==> src/rtl/rational_arith_unit_defines.svh <==
// ----------------------------------------------------------------------------
// rational_arith_unit_defines
// Assertion helpers of the rational arithmetic unit sequencer.
// ----------------------------------------------------------------------------
`ifndef RATIONAL_ARITH_UNIT_DEFINES_SVH
`define RATIONAL_ARITH_UNIT_DEFINES_SVH

// Same-cycle implication, disabled while reset is low.
`define RAU_ASSERT_IMP(label, clk, rst_n, ante, cons) \
    label: assert property (@(posedge clk) disable iff (!rst_n) (ante) |-> (cons)) \
        else $error("rational_arith_unit check failed");

// Next-cycle implication, disabled while reset is low.
`define RAU_ASSERT_NXT(label, clk, rst_n, ante, cons) \
    label: assert property (@(posedge clk) disable iff (!rst_n) (ante) |=> (cons)) \
        else $error("rational_arith_unit check failed");

`endif

==> src/rtl/rau_pkg.sv <==
// ----------------------------------------------------------------------------
// rau_pkg
// Types, codes and control structs of the rational arithmetic unit.
// ----------------------------------------------------------------------------
package rau_pkg;

    localparam int OPERAND_WIDTH_DEF = 32;

    localparam logic [2:0] OP_ADD    = 3'd0;
    localparam logic [2:0] OP_SUB    = 3'd1;
    localparam logic [2:0] OP_MUL    = 3'd2;
    localparam logic [2:0] OP_DIV    = 3'd3;
    localparam logic [2:0] OP_CMP    = 3'd4;
    localparam logic [2:0] OP_REDUCE = 3'd5;

    localparam logic [1:0] ST_OK       = 2'd0;
    localparam logic [1:0] ST_ZERO_DEN = 2'd1;
    localparam logic [1:0] ST_DIV_ZERO = 2'd2;

    localparam logic [1:0] ORD_LESS    = 2'd0;
    localparam logic [1:0] ORD_EQUAL   = 2'd1;
    localparam logic [1:0] ORD_GREATER = 2'd2;

    localparam logic [1:0] MSTEP_0 = 2'd0;
    localparam logic [1:0] MSTEP_1 = 2'd1;
    localparam logic [1:0] MSTEP_2 = 2'd2;

    localparam logic signed [63:0] INT64_MAX = 64'sh7fff_ffff_ffff_ffff;

    typedef struct packed {
        logic [2:0]         opcode;
        logic signed [31:0] a_num;
        logic signed [31:0] a_den;
        logic signed [31:0] b_num;
        logic signed [31:0] b_den;
    } t_in;

    typedef struct packed {
        logic signed [63:0] res_num;
        logic [62:0]        res_den;
        logic [1:0]         order;
        logic [1:0]         status;
    } t_out;

    typedef struct packed {
        logic       load;
        logic       mul_en;
        logic [1:0] mul_step;
        logic       form;
        logic       gcd_step;
        logic       div_init;
        logic       div_step;
        logic       out_load;
    } t_cmd;

    typedef struct packed {
        logic early_exit;
        logic is_cmp;
        logic gcd_done;
        logic div_done;
    } t_sts;

endpackage

==> src/rtl/rau_ctrl.sv <==
// ----------------------------------------------------------------------------
// rau_ctrl
// Sequencer: multiply steps, gcd, division, and the output register valid.
// ----------------------------------------------------------------------------
`include "rational_arith_unit_defines.svh"

module rau_ctrl (
    input  logic          i_clk,
    input  logic          i_rst_n,
    input  logic          i_in_valid,
    output logic          o_in_ready,
    output logic          o_out_valid,
    input  logic          i_out_ready,
    input  rau_pkg::t_sts i_sts,
    output rau_pkg::t_cmd o_cmd
);
    import rau_pkg::*;

    typedef enum logic [6:0] {
        S_IDLE  = 7'b0000001,
        S_MUL   = 7'b0000010,
        S_FORM  = 7'b0000100,
        S_GCD   = 7'b0001000,
        S_DINIT = 7'b0010000,
        S_DIV   = 7'b0100000,
        S_DONE  = 7'b1000000
    } t_state;

    t_state     r_state, n_state;
    logic [1:0] r_step, n_step;
    logic       r_out_valid, n_out_valid;
    logic       out_free;

    assign out_free   = !r_out_valid || i_out_ready;
    assign o_in_ready = (r_state == S_IDLE);

    always_comb begin
        n_state     = r_state;
        n_step      = r_step;
        n_out_valid = r_out_valid && !i_out_ready;
        o_cmd       = '0;
        o_cmd.mul_step = r_step;
        unique case (r_state)
            S_IDLE: begin
                o_cmd.load = i_in_valid;
                n_step     = MSTEP_0;
                if (i_in_valid) begin
                    n_state = S_MUL;
                end
            end
            S_MUL: begin
                if (i_sts.early_exit) begin
                    n_state = S_DONE;
                end else begin
                    o_cmd.mul_en = 1'b1;
                    n_step       = r_step + 2'd1;
                    if (r_step == MSTEP_2) begin
                        n_state = S_FORM;
                    end
                end
            end
            S_FORM: begin
                o_cmd.form = 1'b1;
                n_state    = i_sts.is_cmp ? S_DONE : S_GCD;
            end
            S_GCD: begin
                o_cmd.gcd_step = 1'b1;
                if (i_sts.gcd_done) begin
                    n_state = S_DINIT;
                end
            end
            S_DINIT: begin
                o_cmd.div_init = 1'b1;
                n_state        = S_DIV;
            end
            S_DIV: begin
                o_cmd.div_step = 1'b1;
                if (i_sts.div_done) begin
                    n_state = S_DONE;
                end
            end
            S_DONE: begin
                // hold until the output register is free
                if (out_free) begin
                    o_cmd.out_load = 1'b1;
                    n_out_valid    = 1'b1;
                    n_state        = S_IDLE;
                end
            end
            default: begin
                n_state = S_IDLE;
            end
        endcase
    end

    always_ff @(posedge i_clk) begin
        if (!i_rst_n) begin
            r_state     <= S_IDLE;
            r_step      <= MSTEP_0;
            r_out_valid <= 1'b0;
        end else begin
            r_state     <= n_state;
            r_step      <= n_step;
            r_out_valid <= n_out_valid;
        end
    end

    assign o_out_valid = r_out_valid;

    `RAU_ASSERT_IMP(a_out_load_free, i_clk, i_rst_n, o_cmd.out_load, out_free)
    `RAU_ASSERT_NXT(a_accept_to_mul, i_clk, i_rst_n, i_in_valid && o_in_ready, r_state == S_MUL)
    `RAU_ASSERT_NXT(a_done_sets_valid, i_clk, i_rst_n, r_state == S_DONE && out_free, r_out_valid)
    `RAU_ASSERT_IMP(a_div_init_after_gcd, i_clk, i_rst_n, o_cmd.div_init, i_sts.gcd_done)

endmodule
==> config.mk <==
export PLATFORM = sky130hd
export DESIGN_NAME = rau_ctrl
export DESIGN_NICKNAME = d
export VERILOG_FILES = /design/src/rtl/rau_pkg.sv /design/src/rtl/rau_ctrl.sv
export VERILOG_INCLUDE_DIRS = /design/src /design/src/rtl
export SDC_FILE = /design/constraint.sdc
export NUM_CORES = 1
export LEC_CHECK = 0
export BUFFER_PORTS_ARGS = -buffer_cell sky130_fd_sc_hd__clkbuf_2
export CAP_MARGIN = 10
export CORE_MARGIN = 3
export CORE_UTILIZATION = 35
export CTS_CLUSTER_DIAMETER = 100
export DETAILED_ROUTE_END_ITERATION = 7
export GPL_TIMING_DRIVEN = 0
export PLACE_DENSITY = 0.56
export SKIP_CTS_REPAIR_TIMING = 1
export SYNTH_ARGS = -nofsm -noshare
export SYNTH_HDL_FRONTEND = slang
export SYNTH_SLANG_ARGS = --single-unit
==> constraint.sdc <==
create_clock -name i_clk -period 4 [get_ports i_clk]
set_input_delay 0.4 -clock i_clk [delete_from_list [all_inputs] [get_ports i_clk]]
set_output_delay 0.4 -clock i_clk [all_outputs]
set_load 0.02 [all_outputs]
# Word level (Yosys, flattened, before mapping)

Index checks and enable logic that the tools add are counted.

Multiplexer cells: 21
Add/sub/neg operators: 1
Eq/ne operators: 14
Reduce and logical (&&, ||, !) cells: 7

Operators by type and width:

| kind                                          | number |
|---|---|
| two-way mux 7 bit                             | 7 |
| one-hot mux 7 bit (7 select lines)            | 1 |
| two-way mux 1 bit                             | 11 |
| inequality test 2 bit, second input constant  | 5 |
| == test 7 x 1 -> 1 bit, second input constant | 1 |
| == test 7 x 2 -> 1 bit, second input constant | 1 |
| == test 7 x 3 -> 1 bit, second input constant | 1 |
| == test 7 x 4 -> 1 bit, second input constant | 1 |
| == test 7 x 5 -> 1 bit, second input constant | 1 |
| == test 7 x 6 -> 1 bit, second input constant | 1 |
| == test 7 bit, second input constant          | 1 |
| AND reduction 5 bit                           | 1 |
| one-hot mux 2 bit (2 select lines)            | 1 |
| inequality test 3 bit, second input constant  | 1 |
| adder 2 x 1 -> 2 bit, second input constant   | 1 |
| == test 2 bit, second input constant          | 1 |
| logical NOT 1 bit                             | 2 |
| two-way mux 2 bit                             | 1 |
| AND reduction 2 bit                           | 1 |
| nonzero test 2 bit                            | 1 |
| logical AND 1 bit                             | 1 |
| logical OR 1 bit                              | 1 |

Bits in registers: 10
Word-level logic and storage cells: 46

# Longest topological paths before layout

Depth after elaboration: 4
Depth in mapped cells: 6
Gate-level depth less buffers: 6

# Worst setup path after synthesis

Ideal clock, no wire load.

Path type: register -> output
Start point: reg r_state[2]
End point: out o_cmd[7] (netlist name)
Required time: 3.600 ns
Setup slack: 1.752 ns
Cell stages (with the launch flop): 6
Data arrival time: 1.848 ns
Path buffers: 2
Path through: dfxtp_1 > buf_6 > or4_4 > or2_1 > buf_6 > nor3b_1

RTL lines:

| element                | RTL line        | source |
|---|---|---|
| start, declared        | rau_ctrl.sv:29  | `t_state r_state, n_state;` |
| start signal, assigned | rau_ctrl.sv:102 | `r_state <= n_state;` |
| end, declared          | rau_ctrl.sv:15  | `output rau_pkg::t_cmd o_cmd` |

==> results.cfg <==
[route]
antenna_left = 0
viasPerCell = 5.19
drt_iter0_drc = 11
dr.pass1.iters = 4
drt-total-wl_um = 1590
drcViolationCount = 0
vias = 680
post_drt_wl_per_cell_um = 12.2

[clock_tree]
htreeDepth = 1
cts.sinks = 10
cts_root_buf = clkbuf_4
cts.clk_slew.worst_paths_ns = 0.08
cts_tree = done
clk_latency_ns = 0.27
cts_buffers = 3
cts_buffer_depth = 2

[layout]
areaGrowthSynthToFinish_pct = 21.6
final_layout_size_suffix_gt1_share_pct = 27.4
layout.nets = 116
num_antenna_cells = 0
final_cells = 131

[power]
power_density_mw_per_mm2 = 359
cellLeakagePower_nw = 0.371
power_w = 0.000308
ir_worst_vdd_mv = 0.259

[synth]
synthesis.area_um2 = 706
synth_cell_types = 37
synth_warnings = 0
syn_inst = 85
synth_ff_type = dfxtp_1
yosysSeqAreaShare_pct = 28.4
synthesis.nets = 94
synth_edf_count = 0
async_flop_share_pct = 0
synth-seq-cells = 10
avgSynthCellArea_um2 = 8.30

[global_route]
globalRouteOverflowTotal = 0
use_met1_pct = 16.7
grt_use_met2_pct = 21.0
grt.met3_usage_pct = 5.54
track_usage_pct = 13.4
grt_pass1_wl_um = 2610
grt_pass1_vias = 594
grt_start_max_net_pins = 11
grt.busiest_layer = met2
antenna_found_initial = 0

[sta]
hold_viol = 0
finalSetupViolations = 0
period_minus_slack_ns = 2.52
rsz0062_at_grt = false
fin_skew_ns = 0.0108
tightest_slew_ns = 0.410
setup-tns-final_ns = 0
whs_ns = 0.437
drv_slew = 0
fin_crit_sh_pct = 63.1
relSlewSlack_pct = 72.7
fmax_mhz = 396

[floorplan]
die_x_um = 50.9
num_rows = 15
die-height_um = 50.9
core_area_mm2 = 0.00182
initial_core_util_pct = 38.8
fp.dieArea_mm2 = 0.00259
pin_count = 19

[setup_path]
cp-end-kind = primary output
critPathKind = flip-flop to primary output
cp_common_cell = buf_6
startpoint_type = flip-flop
required_ns = 3.60
rrSetupSlack_ns = 1.95
worstPathMaxFanout = 8
reg2reg_depth = 5
critical_path.slowest_cell = or4_4
path_buf_inv = 3
rr_startpoint = r_state[1]
path_cells = buf_6 > or4_4 > or2_1 > buf_6 > nor3b_1 > clkbuf_2
critical_path_arrival_ns = 2.12
max_stage_delay_ns = 0.54
cp_top_family = simple AND/OR/NAND/NOR gates
reg2reg_to = r_state[0]

[worst_hold_path]
hp-class = input pin to flip-flop
hold_depth = 3
min_to = r_state[1]
hold_start = i_in_valid

[placed_design]
port_buffers = 17
dp_cells = 127
hpwl_um = 1210
gp_congestion = 0.817

[job]
cap_violations = 0

[run_status]
status = completed
==> cells by family (layout without fill, tap and decap cells) <==
family	count (synthesis)	count (layout)	share of synthesized area [%]
and+or+nand+nor	39	39	33.9
AOI/OAI and AO/OA	18	18	20.7
buffers and inverters	14	35	11.2
DFF	10	10	28.4
adders and majority gates	2	2	3.19
xor gates and xnor gates	1	1	1.24
muxes	1	1	1.42
==> how the worst max path moves through the flow <==
stage | cells after the start | startpoint | slack, ns | endpoint
after floorplan | 5 | r_state[2] | 1.75 | o_cmd[7]
after global placement | 6 | r_state[3] | 1.81 | o_cmd[7]
after detailed placement | 6 | r_state[3] | 1.82 | o_cmd[7]
after CTS | 6 | r_state[2] | 1.50 | o_cmd[7]
after global routing | 6 | r_state[2] | 1.39 | o_cmd[7]
final | 6 | r_state[2] | 1.48 | o_cmd[7]
==> where the power goes <==
part | total, W | switching (W) | internal [W]
Clock | 0.0000945 | 0.0000391 | 0.0000553
Combinational | 0.000104 | 0.0000579 | 0.0000461
Sequential | 0.000110 | 0.00000420 | 0.000105
Total | 0.000308 | 0.000101 | 0.000207
==> per-stage QoR <==
step	setup slack (ns)	area, um2	utilization [%]
CTS	1.50	858	47.1
detailed placement	1.82	822	45.2
finish	1.48	858	47.1
global route	1.39	858	47.1
global placement	1.81	822	45.2
floorplan	1.75	706	-
==> registers in the layout, summed over array words and instances (netlist names) <==
register     flops
r_state          7
o_out_valid      1
r_step           2
==> worst min-delay path: stages <==
cell and delay (ns):
clkbuf_2 0.10, a21oi_1 0.12, nor3_1 0.05
==> routing by layer <==
metal  wire length [um]  share of wire (%)
met3                108                6.8
met4                 14               0.88
met2                746                 47
met5                  0                  0
met1                722                 45
==> placed cells by master, fill, tap and decap left out, drive strengths merged, types with 3 or more instances in the layout <==
master,n
clkbuf,23
dfxtp,10
inv,7
nor2b,6
nor2,5
buf,5
nor3,4
nor4,3
nor3b,3
and3,3
or4,3
==> synthesized netlist by cell type, types with 2 or more instances <==
library cell	n	area (um2)
dfxtp_1	10	200
inv_1	7	26.3
nor2b_1	6	37.5
nor2_1	5	18.8
nor3_1	4	20.0
and3_1	3	18.8
buf_6	3	33.8
nor3b_1	3	22.5
nor4_1	3	18.8
a21oi_1	2	10.0
a32o_1	2	20.0
and2_1	2	12.5
clkbuf_1	2	7.51
nand2_1	2	7.51
nand2b_1	2	12.5
nand3_1	2	10.0
nor4b_1	2	17.5
o21a_1	2	15.0
o21ai_0	2	10.0
o22ai_1	2	12.5
o31ai_1	2	15.0
or4_4	2	22.5
==> final cells by class <==
class / instances / area (um2)
Tap cell: 25 / 31.3
Clock buffer: 4 / 36.3
Buffer: 7 / 52.6
Sequential cell: 10 / 200
Timing Repair Buffer: 17 / 85.1
Fill cell: 205 / 962
Multi-Input combinational cell: 61 / 427
Inverter: 7 / 26.3
No activity file was read; power rests on OpenSTA's default activity.
